[src/hw/rtl/ssc_pkg.sv]
// ----------------------------------------------------------------------------
// ssc_pkg
// Shared types, constants and lookup functions of the six-step commutator.
// ----------------------------------------------------------------------------
package ssc_pkg;

    // field widths
    localparam int TICKS_W    = 16;
    localparam int SCALE_W    = 8;
    localparam int SPEED_W    = TICKS_W + SCALE_W;
    localparam int ERR_W      = SPEED_W + 1;
    localparam int DUTY_W     = 8;
    localparam int STEP_W     = 3;
    localparam int INTEG_W    = 9;
    localparam int CFG_IDX_W  = 3;
    localparam int CFG_DATA_W = 24;
    localparam int S_TDATA_W  = 24;
    localparam int S_TUSER_W  = 2;
    localparam int M_TDATA_W  = 40;

    // error / 100 as multiply by ceil(2^31 / 100) and shift; exact for |e| < 2^24
    localparam int     PI_DIV      = 100;
    localparam int     RECIP_SHIFT = 31;
    localparam int     RECIP_W     = 25;
    localparam longint RECIP_L     = ((64'd1 << RECIP_SHIFT) + PI_DIV - 1) / PI_DIV;
    localparam logic [RECIP_W-1:0] RECIP = RECIP_W'(RECIP_L);
    localparam int     PROD_W      = SPEED_W + RECIP_W;
    localparam int     QUOT_W      = PROD_W - RECIP_SHIFT;

    // reset values
    localparam logic [SPEED_W-1:0] TARGET_SPEED_RST   = 24'd31250;
    localparam logic [SCALE_W-1:0] SPEED_SCALE_RST    = 8'd240;
    localparam logic [DUTY_W-1:0]  REST_DUTY_RST      = 8'd70;
    localparam logic [DUTY_W-1:0]  MAX_DUTY_RST       = 8'd85;
    localparam logic [DUTY_W-1:0]  INTEGRAL_LIMIT_RST = 8'd100;
    localparam logic [DUTY_W-1:0]  FORCE_DUTY_RST     = 8'd70;
    localparam logic [DUTY_W-1:0]  DUTY_LEVEL_RST     = 8'd100;

    localparam logic [STEP_W-1:0] STEP_FIRST = 3'd0;
    localparam logic [STEP_W-1:0] STEP_LAST  = 3'd5;
    localparam logic [STEP_W-1:0] STEP_NONE  = 3'd6;

    localparam int QUEUE_DEPTH = 2;

    typedef enum logic [1:0] {
        OP_EDGE  = 2'd0,
        OP_TICK  = 2'd1,
        OP_FORCE = 2'd2
    } op_t;

    typedef enum logic [CFG_IDX_W-1:0] {
        CFG_TARGET_SPEED   = 3'd0,
        CFG_SPEED_SCALE    = 3'd1,
        CFG_REST_DUTY      = 3'd2,
        CFG_MAX_DUTY       = 3'd3,
        CFG_INTEGRAL_LIMIT = 3'd4,
        CFG_FORCE_DUTY     = 3'd5
    } cfg_idx_t;

    typedef struct packed {
        logic [SPEED_W-1:0] target_speed;
        logic [SCALE_W-1:0] speed_scale;
        logic [DUTY_W-1:0]  rest_duty;
        logic [DUTY_W-1:0]  max_duty;
        logic [DUTY_W-1:0]  integral_limit;
        logic [DUTY_W-1:0]  force_duty;
    } cfg_t;

    // zero-crossing decode: which step must precede, which step follows
    typedef struct packed {
        logic              known;
        logic [STEP_W-1:0] need_step;
        logic [STEP_W-1:0] nxt_step;
    } xing_t;

    // front stage 1 contents
    typedef struct packed {
        logic [1:0]         op;
        xing_t              xing;
        logic               sw_off;
        logic [SPEED_W-1:0] speed;
    } cls_t;

    // queued work item handed to the back end
    typedef struct packed {
        logic [1:0]              op;
        xing_t                   xing;
        logic                    sw_off;
        logic signed [ERR_W-1:0] err;
        logic                    err_neg;
        logic [QUOT_W-1:0]       quot;
    } work_t;

    function automatic xing_t xing_lookup(input logic [1:0] phase, input logic rising);
        xing_t x;
        x.known     = 1'b1;
        x.need_step = STEP_FIRST;
        x.nxt_step  = STEP_FIRST;
        case (phase)
            2'd0: begin
                x.need_step = rising ? 3'd5 : 3'd2;
                x.nxt_step  = rising ? 3'd4 : 3'd1;
            end
            2'd1: begin
                x.need_step = rising ? 3'd1 : 3'd4;
                x.nxt_step  = rising ? 3'd0 : 3'd3;
            end
            2'd2: begin
                x.need_step = rising ? 3'd3 : 3'd0;
                x.nxt_step  = rising ? 3'd2 : 3'd5;
            end
            default: begin
                x.known = 1'b0;
            end
        endcase
        return x;
    endfunction

    // bit 2k: high side of phase k, bit 2k+1: low side of phase k
    function automatic logic [5:0] bridge_pattern(input logic [STEP_W-1:0] step);
        logic [5:0] p;
        case (step)
            3'd0:    p = 6'b000110;
            3'd1:    p = 6'b010010;
            3'd2:    p = 6'b011000;
            3'd3:    p = 6'b001001;
            3'd4:    p = 6'b100001;
            3'd5:    p = 6'b100100;
            default: p = 6'b000000;
        endcase
        return p;
    endfunction

endpackage

[src/hw/rtl/ssc_back.sv]
// ----------------------------------------------------------------------------
// ssc_back
// Holds the commutation and PI state, executes one work item per cycle while
// the result beat is not held, and registers the result beat.
// ----------------------------------------------------------------------------
module ssc_back (
    input  logic                          aclk,
    input  logic                          aresetn,
    input  ssc_pkg::cfg_t                 cfg,
    input  logic                          in_valid,
    output logic                          in_ready,
    input  ssc_pkg::work_t                in_work,
    output logic                          m_tvalid,
    input  logic                          m_tready,
    output logic [ssc_pkg::M_TDATA_W-1:0] m_tdata
);

    localparam int ACC_W = ssc_pkg::QUOT_W + 1;
    localparam int Y_W   = ssc_pkg::ERR_W + 2;

    logic [ssc_pkg::STEP_W-1:0]         drive_step_reg,    drive_step_next;
    logic [ssc_pkg::STEP_W-1:0]         crossing_step_reg, crossing_step_next;
    logic signed [ssc_pkg::INTEG_W-1:0] integral_reg,      integral_next;
    logic [ssc_pkg::DUTY_W-1:0]         duty_level_reg,    duty_level_next;
    logic                               m_tvalid_reg;
    logic [ssc_pkg::M_TDATA_W-1:0]      m_tdata_reg,       m_tdata_next;

    logic                               pop;
    logic signed [ACC_W-1:0]            quot_s;
    logic signed [ACC_W-1:0]            acc_raw;
    logic signed [ACC_W-1:0]            lim_s;
    logic signed [ACC_W-1:0]            acc;
    logic signed [Y_W-1:0]              y;
    logic [ssc_pkg::DUTY_W-1:0]         pi_duty;
    logic [5:0]                         pattern;
    logic [ssc_pkg::DUTY_W-1:0]         duty_a, duty_b, duty_c;
    logic [2:0]                         enables;
    logic                               accepted;

    assign in_ready = !m_tvalid_reg || m_tready;
    assign pop      = in_valid && in_ready;

    // clamped PI law: proportional gain of one, integral accumulates error / 100
    always_comb begin
        quot_s  = $signed({1'b0, in_work.quot});
        acc_raw = ACC_W'(integral_reg) + (in_work.err_neg ? -quot_s : quot_s);
        lim_s   = $signed({{(ACC_W - ssc_pkg::DUTY_W){1'b0}}, cfg.integral_limit});
        if (acc_raw > lim_s) begin
            acc = lim_s;
        end else if (acc_raw < -lim_s) begin
            acc = -lim_s;
        end else begin
            acc = acc_raw;
        end
        y = Y_W'(in_work.err) + Y_W'(acc)
            + $signed({{(Y_W - ssc_pkg::DUTY_W){1'b0}}, cfg.rest_duty});
        if (y > $signed({{(Y_W - ssc_pkg::DUTY_W){1'b0}}, cfg.max_duty})) begin
            pi_duty = cfg.max_duty;
        end else if (y < 0) begin
            pi_duty = '0;
        end else begin
            pi_duty = y[ssc_pkg::DUTY_W-1:0];
        end
    end

    always_comb begin
        drive_step_next    = drive_step_reg;
        crossing_step_next = crossing_step_reg;
        integral_next      = integral_reg;
        duty_level_next    = duty_level_reg;
        accepted           = 1'b0;
        pattern            = '0;

        case (in_work.op)
            ssc_pkg::OP_EDGE: begin
                if (in_work.xing.known && in_work.xing.need_step == crossing_step_reg) begin
                    accepted           = 1'b1;
                    drive_step_next    = in_work.xing.nxt_step;
                    crossing_step_next = in_work.xing.nxt_step;
                    if (in_work.sw_off) begin
                        duty_level_next = '0;
                    end else begin
                        duty_level_next = pi_duty;
                        integral_next   = acc[ssc_pkg::INTEG_W-1:0];
                    end
                end
            end
            ssc_pkg::OP_TICK: begin
                pattern = ssc_pkg::bridge_pattern(drive_step_reg);
            end
            ssc_pkg::OP_FORCE: begin
                // steps backwards; from step 0 or no step it wraps to the last step
                if (drive_step_reg == ssc_pkg::STEP_FIRST ||
                    drive_step_reg > ssc_pkg::STEP_NONE) begin
                    drive_step_next = ssc_pkg::STEP_LAST;
                end else begin
                    drive_step_next = drive_step_reg - 1'b1;
                end
                duty_level_next = in_work.sw_off ? '0 : cfg.force_duty;
            end
            default: begin
            end
        endcase

        duty_a  = pattern[0] ? duty_level_reg : '0;
        duty_b  = pattern[2] ? duty_level_reg : '0;
        duty_c  = pattern[4] ? duty_level_reg : '0;
        enables = {pattern[5] | pattern[4], pattern[3] | pattern[2], pattern[1] | pattern[0]};

        m_tdata_next = {1'b0, accepted, duty_level_next, drive_step_next, enables,
                        duty_c, duty_b, duty_a};
    end

    always_ff @(posedge aclk) begin
        if (!aresetn) begin
            drive_step_reg    <= ssc_pkg::STEP_NONE;
            crossing_step_reg <= ssc_pkg::STEP_FIRST;
            integral_reg      <= '0;
            duty_level_reg    <= ssc_pkg::DUTY_LEVEL_RST;
            m_tvalid_reg      <= 1'b0;
        end else begin
            if (pop) begin
                drive_step_reg    <= drive_step_next;
                crossing_step_reg <= crossing_step_next;
                integral_reg      <= integral_next;
                duty_level_reg    <= duty_level_next;
            end
            if (in_ready) begin
                m_tvalid_reg <= in_valid;
            end
        end
    end

    always_ff @(posedge aclk) begin
        if (pop) begin
            m_tdata_reg <= m_tdata_next;
        end
    end

    assign m_tvalid = m_tvalid_reg;
    assign m_tdata  = m_tdata_reg;

endmodule

[config.mk]
export PLATFORM = sky130hd
export DESIGN_NAME = ssc_back
export DESIGN_NICKNAME = d
export VERILOG_FILES = /design/src/hw/rtl/ssc_pkg.sv /design/src/hw/rtl/ssc_back.sv
export SDC_FILE = /design/constraint.sdc
export NUM_CORES = 1
export LEC_CHECK = 0
export ABC_AREA = 0
export BUFFER_PORTS_ARGS = -buffer_cell sky130_fd_sc_hd__buf_4
export CELL_PAD_IN_SITES_DETAIL_PLACEMENT = 1
export CELL_PAD_IN_SITES_GLOBAL_PLACEMENT = 2
export CORE_MARGIN = 2
export CORE_UTILIZATION = 33
export CTS_BUF_LIST = sky130_fd_sc_hd__clkbuf_16
export CTS_CLUSTER_SIZE = 30
export DETAILED_ROUTE_END_ITERATION = 12
export PLACE_DENSITY = 0.93
export RECOVER_POWER = 100
export SLEW_MARGIN = 20
export SYNTH_ARGS = -nofsm -noshare
export SYNTH_HDL_FRONTEND = slang
export SYNTH_SLANG_ARGS = --single-unit
[constraint.sdc]
create_clock -name aclk -period 10.7 [get_ports aclk]
set_input_delay 1.07 -clock aclk [delete_from_list [all_inputs] [get_ports aclk]]
set_output_delay 1.07 -clock aclk [all_outputs]
set_load 0.05 [all_outputs]
Word level (Yosys, flattened, before mapping). Cells that the tools add are included. W data, S select, Z words.

Reductions and logical operators: 9. Magnitude comparators: 5. Shift-type cells: 0. Multipliers: 0. Muxes and demuxes: 15. Equal/unequal tests: 8. Divide/modulo/power cells: 0. $add $sub $neg: 6. Bitwise operators: 4.

Operators with widths (count): $mux W19 (3); $mux W8 (5); $pmux W6 S6 (1); $add A26 B9 Y27 (1); $gt A27 B9 Y1 (1); $lt A27 B1 Y1 const B (1); $add A25 B19 Y26 (1); $add A9 B19 Y19 (1); $gt A19 B9 Y1 (1); $lt A19 B19 Y1 (1); $neg A18 Y19 (1); $neg A8 Y19 (1); $pmux W8 S2 (1); $eq A3 B2 Y1 const B (2); $eq A3 B3 Y1 const B (2); $mux W3 (2); $mux W6 (1); $pmux W3 S2 (1); $reduce_and A4 Y1 (1); $eq A3 B1 Y1 const B (1); $eq A3 B3 Y1 (1); $gt A3 B3 Y1 const B (1); $logic_not A3 Y1 (1); $or A1 B1 Y1 (3); other kinds (10) (12).

Latch bits: 0. ROM bits: 0. Flip-flop bits (word level): 63. Output and inout port bits: 42. Input bits: 122. Memories kept: 0. RAM bits: 0. Word-level logic and storage cells: 57.

Longest topological paths before layout. Gate-level depths: netlist (run 1).

Depth after elaboration: 14. Gate-level depth with buffers: 42. Mapped depth without buffers: 40.

Least setup slack after synthesis (run 1). Ideal clock, no wire load.

Path kind: input to register. From: input port in_work[4] in the netlist's numbering. To: register duty_level_reg[2] in the netlist's numbering. Required time: 10.610 ns. Path slack: 1.514 ns. Arrival: 9.096 ns. Stages on the path: 40. Buffers on the path: 2. Setup time: 0.090 ns. Cells stage by stage: nor3_1 nand2_1 nor4_1 inv_1 o41ai_1 xnor2_1 ha_1 nand2_1 o211a_1 nor3_1 a21oi_2 o311ai_1 ha_1 a21o_1 a21o_1 a21oi_1 xor2_1 nor2_4 (+4 left out) fa_1 ha_1 o21ai_0 o21bai_1 a21oi_1 xnor2_1 ha_1 nand4_1 a21oi_1 a2111oi_0 a211oi_1 a211oi_1 o2111ai_1 nor4_1 nor2b_1 buf_2 mux2_2 a41oi_1.

Longest elaborated chain between the ends: 14. Elaborated cells on any way between the ends: 16. Those cells by class: add/sub: 4; order compare: 4; mux: 8.

RTL lines: from (decl) (line ssc_back.sv:12) `input ssc_pkg::work_t in_work,`; $neg A18 Y19 (line ssc_back.sv:46) `acc_raw = ACC_W'(integral_reg) + (in_work.err_neg ? -quot_s : quot_s);`; $mux W19 * (line ssc_back.sv:46); $add A9 B19 Y19 * (line ssc_back.sv:46); $lt A19 B19 Y1 (line ssc_back.sv:50) `end else if (acc_raw < -lim_s) begin`; $mux W19 (line ssc_back.sv:50); $mux W19 * (line ssc_back.sv:48) `if (acc_raw > lim_s) begin`; named net acc[4] (line ssc_back.sv:32) `logic signed [ACC_W-1:0] acc;`; $add A25 B19 Y26 * (line ssc_back.sv:55) `y = Y_W'(in_work.err) + Y_W'(acc)`; $add A26 B9 Y27 * (line ssc_back.sv:56) `+ $signed({{(Y_W - ssc_pkg::DUTY_W){1'b0}}, cfg.rest_duty});`; $lt A27 B1 Y1 (line ssc_back.sv:59) `end else if (y < 0) begin`; $mux W8 (line ssc_back.sv:59); $mux W8 * (line ssc_back.sv:57) `if (y > $signed({{(Y_W - ssc_pkg::DUTY_W){1'b0}}, cfg.max_duty})) begin`; $mux W8 * (line ssc_back.sv:80) `if (in_work.sw_off) begin`; $mux W8 * (line ssc_back.sv:76) `if (in_work.xing.known && in_work.xing.need_step == crossing_step_reg) begin`; $pmux W8 S2 * (line ssc_back.sv:74) `case (in_work.op)`; to (signal assigned) (line ssc_back.sv:119) `duty_level_reg <= ssc_pkg::DUTY_LEVEL_RST;`; to (signal assigned) (line ssc_back.sv:126) `duty_level_reg <= duty_level_next;`; to (decl) (line ssc_back.sv:24) `logic [ssc_pkg::DUTY_W-1:0] duty_level_reg, duty_level_next;`.

Mark *: on every way through the listed nets, which the timed path passes. The rest lies on a longest branch. A chain may end at the register's enable or synchronous reset.

Final worst setup path (run 1).
From: input port in_work[0] in the netlist's numbering. To: register duty_level_reg[5] in the netlist's numbering.

Longest elaborated chain between the ends: 14. Elaborated cells on any way between the ends: 16. Those cells by class: add/sub: 4; order compare: 4; mux: 8.

RTL lines (line): $neg A18 Y19 (ssc_back.sv:46); $mux W19 * (ssc_back.sv:46); $add A9 B19 Y19 * (ssc_back.sv:46); $lt A19 B19 Y1 (ssc_back.sv:50); $mux W19 (ssc_back.sv:50); $mux W19 * (ssc_back.sv:48); $add A25 B19 Y26 * (ssc_back.sv:55); $add A26 B9 Y27 * (ssc_back.sv:56); $lt A27 B1 Y1 (ssc_back.sv:59); $mux W8 (ssc_back.sv:59); $mux W8 * (ssc_back.sv:57); $mux W8 * (ssc_back.sv:80); $mux W8 * (ssc_back.sv:76); $pmux W8 S2 * (ssc_back.sv:74).

Every way passes the cells marked *; elsewhere a longest branch is shown, timed or not.

==> metrics.md, run 1 <==
| Metric | Value |
|---|---|
| Slew headroom | `20.38%` |
| Final ANT Viol Nets | `0` |
| Cell with the most instances after synthesis | `ha_1` |
| Outcome | `complete, no violations` |
| Fin. Hold Viols | `0` |
| Total CTS buffers | `9` |
| Synth cell count leaders | `102 x ha_1, 79 x nand2_1, 66 x a21oi_1` |
| Worst slew pin tran | `1.183 ns` |
| Critical Path Start Type | `input pin` |
| Crit. End Element | `flop` |
| Total of max-cap violations | `0` |
| Post-Synth XOR/XNOR Area | `6.152%` |
| Yosys reg bits | `63` |
| CTS Buffer Depth | `2` |
| CP max stage cell | `fa_1` |
| DRT iter0 DRCs | `271` |
| Via count | `7116` |
| Worst Skew | `0.005407 ns` |
| Area Overhead vs Synth | `19.08%` |
| Antenna violations before repair | `0` |
| PortBufs | `130` |
| Peak supply drop | `76.15 uV` |
| IO Pins | `164` |
| Worst Hold Depth | `2` |
| Yosys top cell area share | `17.24%` |
| Die area | `23650 um2` |
| Horiz. Die Dim | `153.8 um` |
| Top FF cell, synth | `edfxtp_1` |
| Crit path kind | `input pin to flop` |
| Hold/Removal Path Class | `flop to flop` |
| Final wirelength | `22640 um` |
| Post-layout power | `0.9802 mW` |
| Compound-Gate Fraction of Synth Area | `23.51%` |
| CTS Hold Bufs | `0` |
| Number of distinct library cells after synthesis | `72` |
| Area contributors post-synth | `ha_1 17%, edfxtp_1 16%, dfxtp_1 6.5%` |
| Final Slew Violations | `0` |
| Core area | `21890 um2` |
| Clock Latency Late Sink | `0.33 ns` |
| Synthesized area per cell | `8.217 um2` |
| GPL Wtd Cong | `0.8693` |
| N_diodes | `0` |
| DR vias/cell | `5.449` |
| Number of flops mapped to enable cells by yosys | `39` |
| Post-Place Cell Area | `8665 um2` |
| Crit Path Max Fanout | `8` |
| Most frequent CP cell | `buf_4` |
| Period utilization | `93.07%` |
| Global-route wire length before repair | `36550 um` |
| CTS sink cnt | `63` |
| Required time worst endpoint | `10.94 ns` |
| Mean routed wirelength per cell | `17.33 um` |
| Die Ht | `153.8 um` |
| Syn Inst Count | `901` |
| Initial core utilization | `33.82%` |
| Largest family of logic cells by synthesized area | `compound AO/OA/AOI/OAI gates` |
| Layout cell share with drive strength beyond 1 | `13.06%` |
| CTS tree | `done` |
| Clk slew on worst S/H paths | `0.05 ns` |
| Critical Path AT | `10.20 ns` |
| R2r worst-path depth | `37` |
| FP Rows | `54` |
| Drt first pass iters | `4` |
| Vias in the first global route | `7219` |
| Mux cell area share after synthesis | `2.856%` |
| P_leak | `3.833 nW` |
| DP Wirelength | `18740 um` |
| Asr flop ratio synth | `0%` |
| Clock root cell | `clkbuf_16` |
| Final Core Density | `40.27%` |
| DRC viols | `0` |
| Grt ovf | `0` |
| Synth warn | `0` |
| Total track usage | `18.57%` |
| F_max | `0.1004 GHz` |
| Final instance area | `8816 um2` |
| Pin count of the biggest net entering global routing | `60` |
| Seq/Total Area, Yosys | `22.31%` |
| Fin nets | `1255` |
| Fill cells | `2676` |
| H-Tree Depth | `3` |
| Mapped cell area | `7403 um2` |
| Worst path max stage delay | `0.55 ns` |
| Setup TNS Final | `0 ns` |
| # setup viols final | `0` |
| Mapped Nets | `1135` |
| Post-synthesis simple-gate area fraction | `19.84%` |
| Fin crit period | `9.958 ns` |
| Max FFs per register | `39` |
| Leading area contributor after synthesis | `ha_1` |
| Adder-Cell Fraction of Synth Area | `19.94%` |
| Pwr Density | `111.2 nW/um2` |
-- cells in the final DEF (no fill, tap or decap), types with 10 or more instances in the layout --
| master | synthesis | routed |
|---|---|---|
| ha_1 | 102 | 101 |
| buf_4 | 1 | 98 |
| nand2_1 | 79 | 79 |
| a21oi_1 | 66 | 66 |
| inv_1 | 63 | 65 |
| nor2_1 | 60 | 60 |
| o21ai_0 | 55 | 56 |
| clkbuf_1 | 28 | 44 |
| xnor2_1 | 42 | 42 |
| edfxtp_1 | 39 | 39 |
| dfxtp_1 | 24 | 24 |
| nand3_1 | 22 | 22 |
| and2_0 | 0 | 20 |
| nor3_1 | 19 | 19 |
| a21o_1 | 18 | 18 |
| o21a_1 | 14 | 14 |
| nand4_1 | 13 | 13 |
| a31oi_1 | 13 | 13 |
| o211ai_1 | 12 | 12 |
| mux2i_1 | 11 | 11 |
| a22oi_1 | 10 | 10 |
| a211oi_1 | 11 | 10 |
| and3_1 | 10 | 10 |
| xor2_1 | 10 | 10 |
| and2_1 | 30 | 10 |
| fa_1 | 10 | 10 |
-- power breakdown --
group / switching (mW) / internal [mW]
clock network: 0.101 / 0.152
logic: 0.273 / 0.174
registers: 0.00726 / 0.272
-- layer usage --
metal  vias to the layer above  global-route usage [%]  wire length (um)
met3                        22                   1.973               903
met2                       140                   31.45             10440
met1                      3406                   25.47             10960
li1                       3548                       -                 -
met5                         -                       0                 0
met4                         0                   4.325               338
-- worst max-delay path: cells and delay by family --
kind	cells	cell delay, ns
adders and majority gates	7	2.33
buffers and inverters	7	0.92
xor gates and xnor gates	3	0.36
AOI/OAI and AO/OA	16	3.36
muxes	2	0.62
and+or+nand+nor	7	1.52
-- through the flow --
| stage | instances | hold WS (ns) | setup slack, ns |
|---|---|---|---|
| 3_5_place_dp | 1288 | 0.5084 | 0.1246 |
| 5_1_grt | 1306 | 0.5325 | -0.004982 |
| 4_1_cts | 1304 | 0.5152 | 0.4380 |
| 3_3_place_gp | 1288 | 0.5006 | 0.3121 |
| 6_report | 1306 | 0.5119 | 0.7420 |
| 2_1_floorplan | 901 | 0.4434 | 1.514 |
-- final timing paths --
check                                startpoint                end  slack [ns]
worst max register to register  integral_reg[0]  duty_level_reg[5]        1.91
worst max-delay path                 in_work[0]  duty_level_reg[5]        0.74
worst min register to register  integral_reg[2]    integral_reg[2]        0.51
worst min-delay path            integral_reg[2]    integral_reg[2]        0.51
-- cells by family (layout without fill, tap and decap cells) --
| family | after synthesis | in the layout |
|---|---|---|
| AOI/OAI and AO/OA | 264 | 264 |
| xor gates and xnor gates | 52 | 52 |
| adders and majority gates | 112 | 112 |
| buffers and inverters | 99 | 224 |
| DFF | 63 | 63 |
| muxes | 20 | 20 |
| other | 1 | 1 |
| and+or+nand+nor | 290 | 290 |
-- cell type report --
class / instances / area [um2] / area share, %
Multi-Input combinational cell: 739 / 5398 / 61.23
Inverter: 64 / 241.5 / 2.739
Clock buffer: 9 / 225.2 / 2.555
Sequential cell: 63 / 1652 / 18.73
Timing Repair Buffer: 144 / 915.9 / 10.39
Tap cell: 280 / 350.3 / 3.974
Clock inverter: 7 / 33.78 / 0.3832
-- what timing repair did --
item / in CTS / in global routing
gates resized for setup: 0 / 7
setup buffers: 0 / 2
endpoints found under the setup margin: 0 / 14
Power figures use the tool's default switching activity.
==> run 2: changes to the inputs <==
- HOLD_SLACK_MARGIN: not set -> 0.05
- RECOVER_POWER: 100 -> not set
==> run 2 against run 1 <==
  * Clock power about the same
  * First-iteration DRC count increased by 1.5%
  * Worst hold slack about the same
  * Register-to-register slack improved by 0.02 ns
  * Count of clock-buffer cells in the layout unchanged
  * Core utilization grew 0.78 points
  * Largest power group unchanged
  * Highest routed layer unchanged
==> metrics.md, run 2 (synthesis gave the netlist of run 1 again) <==
| Metric | Value |
|---|---|
| Crit path kind | `input pin to flop (unchanged)` |
| Hold/Removal Path Class | `flop to flop (unchanged)` |
| Final ANT Viol Nets | `0 (unchanged)` |
| Die area | `23650 um2 (unchanged)` |
| Fill cells | `2670 (was 2676)` |
| Clock Latency Late Sink | `0.33 ns (about the same)` |
| DR vias/cell | `5.440 (was 5.449)` |
| CTS tree | `done (unchanged)` |
| Register share of total power | `28.3% (was 28.5%)` |
| Peak supply drop | `81.03 uV (was 76.15 uV)` |
| FP Rows | `54 (unchanged)` |
| Pin count of the biggest net entering global routing | `60 (unchanged)` |
| Fin crit period | `9.952 ns (was 9.958 ns)` |
| Worst slew pin tran | `1.058 ns (was 1.183 ns)` |
| Total track usage | `18.57% (unchanged)` |
| Max FFs per register | `39 (unchanged)` |
| Post-layout power | `0.9889 mW (was 0.9802 mW)` |
| Mean routed wirelength per cell | `17.30 um (was 17.33 um)` |
| Total of max-cap violations | `0 (unchanged)` |
| Critical Path Start Type | `input pin (unchanged)` |
| # setup viols final | `0 (unchanged)` |
| F_max | `0.1005 GHz (was 0.1004 GHz)` |
| CTS sink cnt | `63 (unchanged)` |
| Min-delay src | `integral_reg[2] (unchanged)` |
| Period utilization | `93.01% (was 93.07%)` |
| Buf/Inv on CP | `7 (unchanged)` |
| Layout cell share with drive strength beyond 1 | `18.03% (was 13.06%)` |
| Post-Place Cell Area | `8665 um2 (unchanged)` |
| Worst Skew | `0.004480 ns (was 0.005407 ns)` |
| Net Sw Frac | `38.61% (was 38.93%)` |
| Crit. Startpoint | `in_work[0] (unchanged)` |
| Net Switching | `0.3818 mW (was 0.3816 mW)` |
| Grt ovf | `0 (unchanged)` |
| Total CTS buffers | `9 (unchanged)` |
| Final Slew Violations | `0 (unchanged)` |
| Crit-path leading delay family | `compound AO/OA/AOI/OAI gates (unchanged)` |
| Global-route wire length before repair | `36550 um (unchanged)` |
| Worst path max stage delay | `0.55 ns (about the same)` |
| Horiz. Die Dim | `153.8 um (unchanged)` |
| Pwr Density | `110.0 nW/um2 (was 111.2 nW/um2)` |
| Clk slew on worst S/H paths | `0.05 ns (about the same)` |
| DRT iter0 DRCs | `275 (was 271)` |
| P_leak | `4.022 nW (was 3.833 nW)` |
| Final instance area | `8987 um2 (was 8816 um2)` |
| CTS Hold Bufs | `0 (unchanged)` |
| Worst R2R Start | `integral_reg[0] (unchanged)` |
| Core area | `21890 um2 (unchanged)` |
| Die Ht | `153.8 um (unchanged)` |
| Fin. Hold Viols | `0 (unchanged)` |
| CP max stage cell | `fa_1 (unchanged)` |
| Area Overhead vs Synth | `21.40% (was 19.08%)` |
| Drt first pass iters | `4 (unchanged)` |
| Via count | `7105 (was 7116)` |
| DRC viols | `0 (unchanged)` |
| Initial core utilization | `33.82% (unchanged)` |
| Most frequent CP cell | `buf_4 (unchanged)` |
| Required time worst endpoint | `10.94 ns (about the same)` |
| GPL Wtd Cong | `0.8693 (unchanged)` |
| DP Wirelength | `18740 um (unchanged)` |
| Crit Path Max Fanout | `8 (unchanged)` |
| H-Tree Depth | `3 (unchanged)` |
| Most common cell after layout, fill and taps aside | `buf_4 (was ha_1)` |
| N_diodes | `0 (unchanged)` |
| Slew headroom | `28.92% (was 20.38%)` |
| Crit. End Element | `flop (unchanged)` |
| CTS Buffer Depth | `2 (unchanged)` |
| Critical Path AT | `10.19 ns (was 10.20 ns)` |
| Clock power share | `25.7% (was 25.9%)` |
| Vias in the first global route | `7219 (unchanged)` |
| Commonest cells after routing, fill and taps aside | `144 x buf_4, 101 x ha_1, 79 x nand2_1, 66 x a21oi_1, 65 x inv_1 (was 101 x ha_1, 98 x buf_4, 79 x nand2_1, 66 x a21oi_1, 65 x inv_1)` |
| Fin nets | `1255 (unchanged)` |
| PortBufs | `130 (unchanged)` |
| Placed cells | `1288 (unchanged)` |
| Antenna violations before repair | `0 (unchanged)` |
| Internal Power | `0.6071 mW (was 0.5986 mW)` |
| Outcome | `complete, no violations (unchanged)` |
| Final wirelength | `22590 um (was 22640 um)` |
| Post-Layout Cell Count | `1306 (unchanged)` |
| Clock root cell | `clkbuf_16 (unchanged)` |
| Combinational group share of total power | `46.1% (was 45.6%)` |
| Final Core Density | `41.06% (was 40.27%)` |
| IO Pins | `164 (unchanged)` |
==> run 2: worst register-to-register path: cells and delay by family, from the launching register on <==
family	cells	cell delay (ns)
mux	2	0.54
fa+ha+maj	7	2.32
buf+inv	5	0.65
compound gates	16	3.47
simple gates	5	0.84
flops	1	0.35
xor+xnor	2	0.49
==> run 2: final cells by class <==
cell class	instances	area, um2	share of cell area (%)
sequential	63	1652	18.38
multi-input combinational	739	5404	60.13
timing repair buffer	144	1081	12.03
clock buffer	9	225.2	2.506
tap	280	350.3	3.898
inverter	64	241.5	2.687
clock inverter	7	33.78	0.3759
==> run 2: path summary, 6_finish.rpt <==
check                                    endpoint  slack (ns)  depth (start not counted)
worst max register to register  duty_level_reg[5]        1.93                         37
worst min-delay path              integral_reg[2]        0.51                          2
worst min register to register    integral_reg[2]        0.51                          2
worst max-delay path            duty_level_reg[5]        0.75                         42
==> run 2: metrics by stage <==
stage	hold WS, ns	setup TNS, ns	setup slack [ns]
floorplan	0.4434	0	1.514
global placement	0.5006	0	0.3121
detailed placement	0.5084	0	0.1246
CTS	0.5152	0	0.4380
global route	0.5325	-0.004904	-0.004904
finish	0.5117	0	0.7480
==> run 2: layer usage <==
| layer | vias up | global-route usage [%] | part of all wire [%] |
|---|---|---|---|
| met2 | 145 | 31.45 | 46 |
| met1 | 3389 | 25.47 | 48 |
| met5 | - | 0 | 0 |
| li1 | 3549 | - | - |
| met3 | 22 | 1.973 | 4.0 |
| met4 | 0 | 4.325 | 1.5 |
==> run 2: power groups by stage <==
stage          registers (mW)  logic, mW  clock network, mW
2_1_floorplan           0.314      0.286                  0
3_3_place_gp            0.283      0.442                  0
3_5_place_dp            0.284      0.453                  0
4_1_cts                 0.279      0.457              0.257
5_1_grt                 0.280      0.511              0.268
6_report                0.279      0.456              0.254
==> run 2: what timing repair did <==
item	in CTS	in global routing
setup endpoints to repair	0	14
gates resized for setup	0	7
buffers inserted	0	2
==> run 3: changes to the inputs <==
- CORE_ASPECT_RATIO: not set -> 1.75
- RECOVER_POWER: not set -> 25
==> run 3 against run 2 <==
  * Clock power about the same
  * Sequential cell count did not move
  * Count of clock-buffer cells in the layout unchanged
  * Via count is 1.3% higher
  * Worst setup slack improved by 0.034 ns
  * Cell area down 0.82%
  * Critical path type unchanged
  * Register-to-register slack lost 0.11 ns
==> metrics.md, run 3 (synthesis gave the netlist of run 1 again) <==
| Metric | Value |
|---|---|
| Fin nets | `1261 (was 1255)` |
| Worst R2R Start | `integral_reg[0] (unchanged)` |
| Crit-path leading delay family | `compound AO/OA/AOI/OAI gates (unchanged)` |
| Global-route wire length before repair | `36710 um (was 36550 um)` |
| IO Pins | `164 (unchanged)` |
| P_leak | `3.924 nW (was 4.022 nW)` |
| GPL Wtd Cong | `0.8754 (was 0.8693)` |
| FP Rows | `72 (was 54)` |
| Total of max-cap violations | `0 (unchanged)` |
| CTS Buffer Depth | `2 (unchanged)` |
| Final Core Density | `40.39% (was 41.06%)` |
| Hold EP | `integral_reg[2] (unchanged)` |
| Required time worst endpoint | `10.93 ns (was 10.94 ns)` |
| Outcome | `complete, no violations (unchanged)` |
| Most common cell after layout, fill and taps aside | `buf_4 (unchanged)` |
| Via count | `7197 (was 7105)` |
| F_max | `0.1008 GHz (was 0.1005 GHz)` |
| N_diodes | `0 (unchanged)` |
| Hold/Removal Path Class | `flop to flop (unchanged)` |
| Buf/Inv on CP | `4 (was 7)` |
| Final Slew Violations | `0 (unchanged)` |
| Commonest cells after routing, fill and taps aside | `116 x buf_4, 102 x ha_1, 79 x nand2_1, 66 x a21oi_1, 64 x inv_1 (was 144 x buf_4, 101 x ha_1, 79 x nand2_1, 66 x a21oi_1, 65 x inv_1)` |
| Internal Power | `0.6049 mW (was 0.6071 mW)` |
| Crit Path Max Fanout | `7 (was 8)` |
| DR vias/cell | `5.419 (was 5.440)` |
| Core area | `22070 um2 (was 21890 um2)` |
| Post-CTS setup buffer count | `0 (unchanged)` |
| Pin count of the biggest net entering global routing | `60 (unchanged)` |
| Register share of total power | `28.1% (was 28.3%)` |
| Antenna violations before repair | `0 (unchanged)` |
| Vias in the first global route | `7555 (was 7219)` |
| Peak supply drop | `70.94 uV (was 81.03 uV)` |
| Clock root cell | `clkbuf_16 (unchanged)` |
| Area Overhead vs Synth | `20.40% (was 21.40%)` |
| Fin crit period | `9.918 ns (was 9.952 ns)` |
| Fill cells | `2673 (was 2670)` |
| DP Wirelength | `19720 um (was 18740 um)` |
| Initial core utilization | `33.54% (was 33.82%)` |
| Slew headroom | `28.13% (was 28.92%)` |
| Combinational group share of total power | `46.0% (was 46.1%)` |
| Max FFs per register | `39 (unchanged)` |
| Net Switching | `0.3851 mW (was 0.3818 mW)` |
| Total track usage | `19.53% (was 18.57%)` |
| Critical Path Start Type | `input pin (unchanged)` |
| CP max stage cell | `or4b_1 (was fa_1)` |
| Critical Path AT | `10.15 ns (was 10.19 ns)` |
| Clock power share | `25.9% (was 25.7%)` |
| Min-delay src | `integral_reg[2] (unchanged)` |
| DRT iter0 DRCs | `296 (was 275)` |
| Worst path max stage delay | `0.46 ns (was 0.55 ns)` |
| Final ANT Viol Nets | `0 (unchanged)` |
| RSZ-0062 raised after global routing | `false` |
| Worst Hold Depth | `2 (unchanged)` |
| CTS tree | `done (unchanged)` |
| Critical R2R Capture | `duty_level_reg[5] (unchanged)` |
| DRC viols | `0 (unchanged)` |
| Worst slew pin tran | `1.077 ns (was 1.058 ns)` |
| Net Sw Frac | `38.90% (was 38.61%)` |
| Clk slew on worst S/H paths | `0.06 ns (was 0.05 ns)` |
| Clock Latency Late Sink | `0.34 ns (was 0.33 ns)` |
| Horiz. Die Dim | `117.2 um (was 153.8 um)` |
| # setup viols final | `0 (unchanged)` |
| Instance count on the critical path | `41 (was 42)` |
| Die area | `23700 um2 (was 23650 um2)` |
| Layout cell share with drive strength beyond 1 | `15.02% (was 18.03%)` |
| Crit. End Element | `flop (unchanged)` |
| Grt ovf | `0 (unchanged)` |
| Die Ht | `202.1 um (was 153.8 um)` |
| Worst Skew | `0.005389 ns (was 0.004480 ns)` |
| PortBufs | `130 (unchanged)` |
| R2r worst-path depth | `38 (was 37)` |
| Total CTS buffers | `9 (unchanged)` |
| Setup TNS Final | `0 ns (unchanged)` |
| Fin. Hold Viols | `0 (unchanged)` |
| Period utilization | `92.69% (was 93.01%)` |
| R2R setup slack | `1.82 ns (was 1.93 ns)` |
| CTS sink cnt | `63 (unchanged)` |
| Crit path kind | `input pin to flop (unchanged)` |
| H-Tree Depth | `3 (unchanged)` |
| Drt first pass iters | `4 (unchanged)` |
| Pwr Density | `111.1 nW/um2 (was 110.0 nW/um2)` |
| Mean routed wirelength per cell | `17.67 um (was 17.30 um)` |
| Final wirelength | `23470 um (was 22590 um)` |
## run 3: worst min-delay path: stages, from the launching register on
cell and delay [ns]:
dfxtp_1 0.32, nand3_1 0.06, o21ai_1 0.05
## run 3: routing by layer
layer | vias to the layer above | track usage [%] | share of wire [%]
li1 | 3552 | - | -
met1 | 3472 | 20.41 | 38
met2 | 141 | 38.63 | 56
met3 | 32 | 1.889 | 3.6
met4 | 0 | 6.849 | 2.6
met5 | - | 0 | 0
## run 3: final cells by class
cell class                 instances  area, um2  area share, %
tap                              296      370.4          4.155
clock buffer                       9      225.2          2.527
timing repair buffer             150      998.5          11.20
sequential                        63       1652          18.53
inverter                          64      240.2          2.695
clock inverter                     7      32.53         0.3650
multi-input combinational        739       5395          60.53
## run 3: worst max path at each step
stage / startpoint / endpoint / slack [ns]
floorplan: in_work[4] / duty_level_reg[2] / 1.51
global placement: in_work[2] / duty_level_reg[2] / 0.43
detailed placement: in_work[2] / duty_level_reg[5] / 0.26
CTS: in_work[2] / duty_level_reg[5] / 0.58
global route: in_work[2] / duty_level_reg[5] / 0.01
finish: in_work[2] / duty_level_reg[5] / 0.78
## run 3: metrics by stage
step | hold WS (ns) | cells | total power, mW | instance area [um2] | setup WS [ns]
after detailed placement | 0.4866 | 1312 | 0.7445 | 8745 | 0.2563
after CTS | 0.4946 | 1328 | 1.002 | 9002 | 0.5755
final | 0.4897 | 1328 | 0.9900 | 8914 | 0.7824
after global placement | 0.4841 | 1312 | 0.7324 | 8745 | 0.4279
after global routing | 0.5209 | 1328 | 1.055 | 8914 | 0.01125
after floorplan | 0.4434 | 901 | 0.6004 | 7403 | 1.514
## run 3: what timing repair did
action | CTS | global route
resized for setup | 0 | 5
setup endpoints to repair | 0 | 14
hold buffers | 0 | 0
## run 3: power groups by stage
stage / Sequential (mW) / Combinational [mW] / Clock, mW
finish: 0.278 / 0.455 / 0.256
global route: 0.280 / 0.508 / 0.267
CTS: 0.279 / 0.464 / 0.259
floorplan: 0.314 / 0.286 / 0
global placement: 0.282 / 0.450 / 0
detailed placement: 0.284 / 0.461 / 0
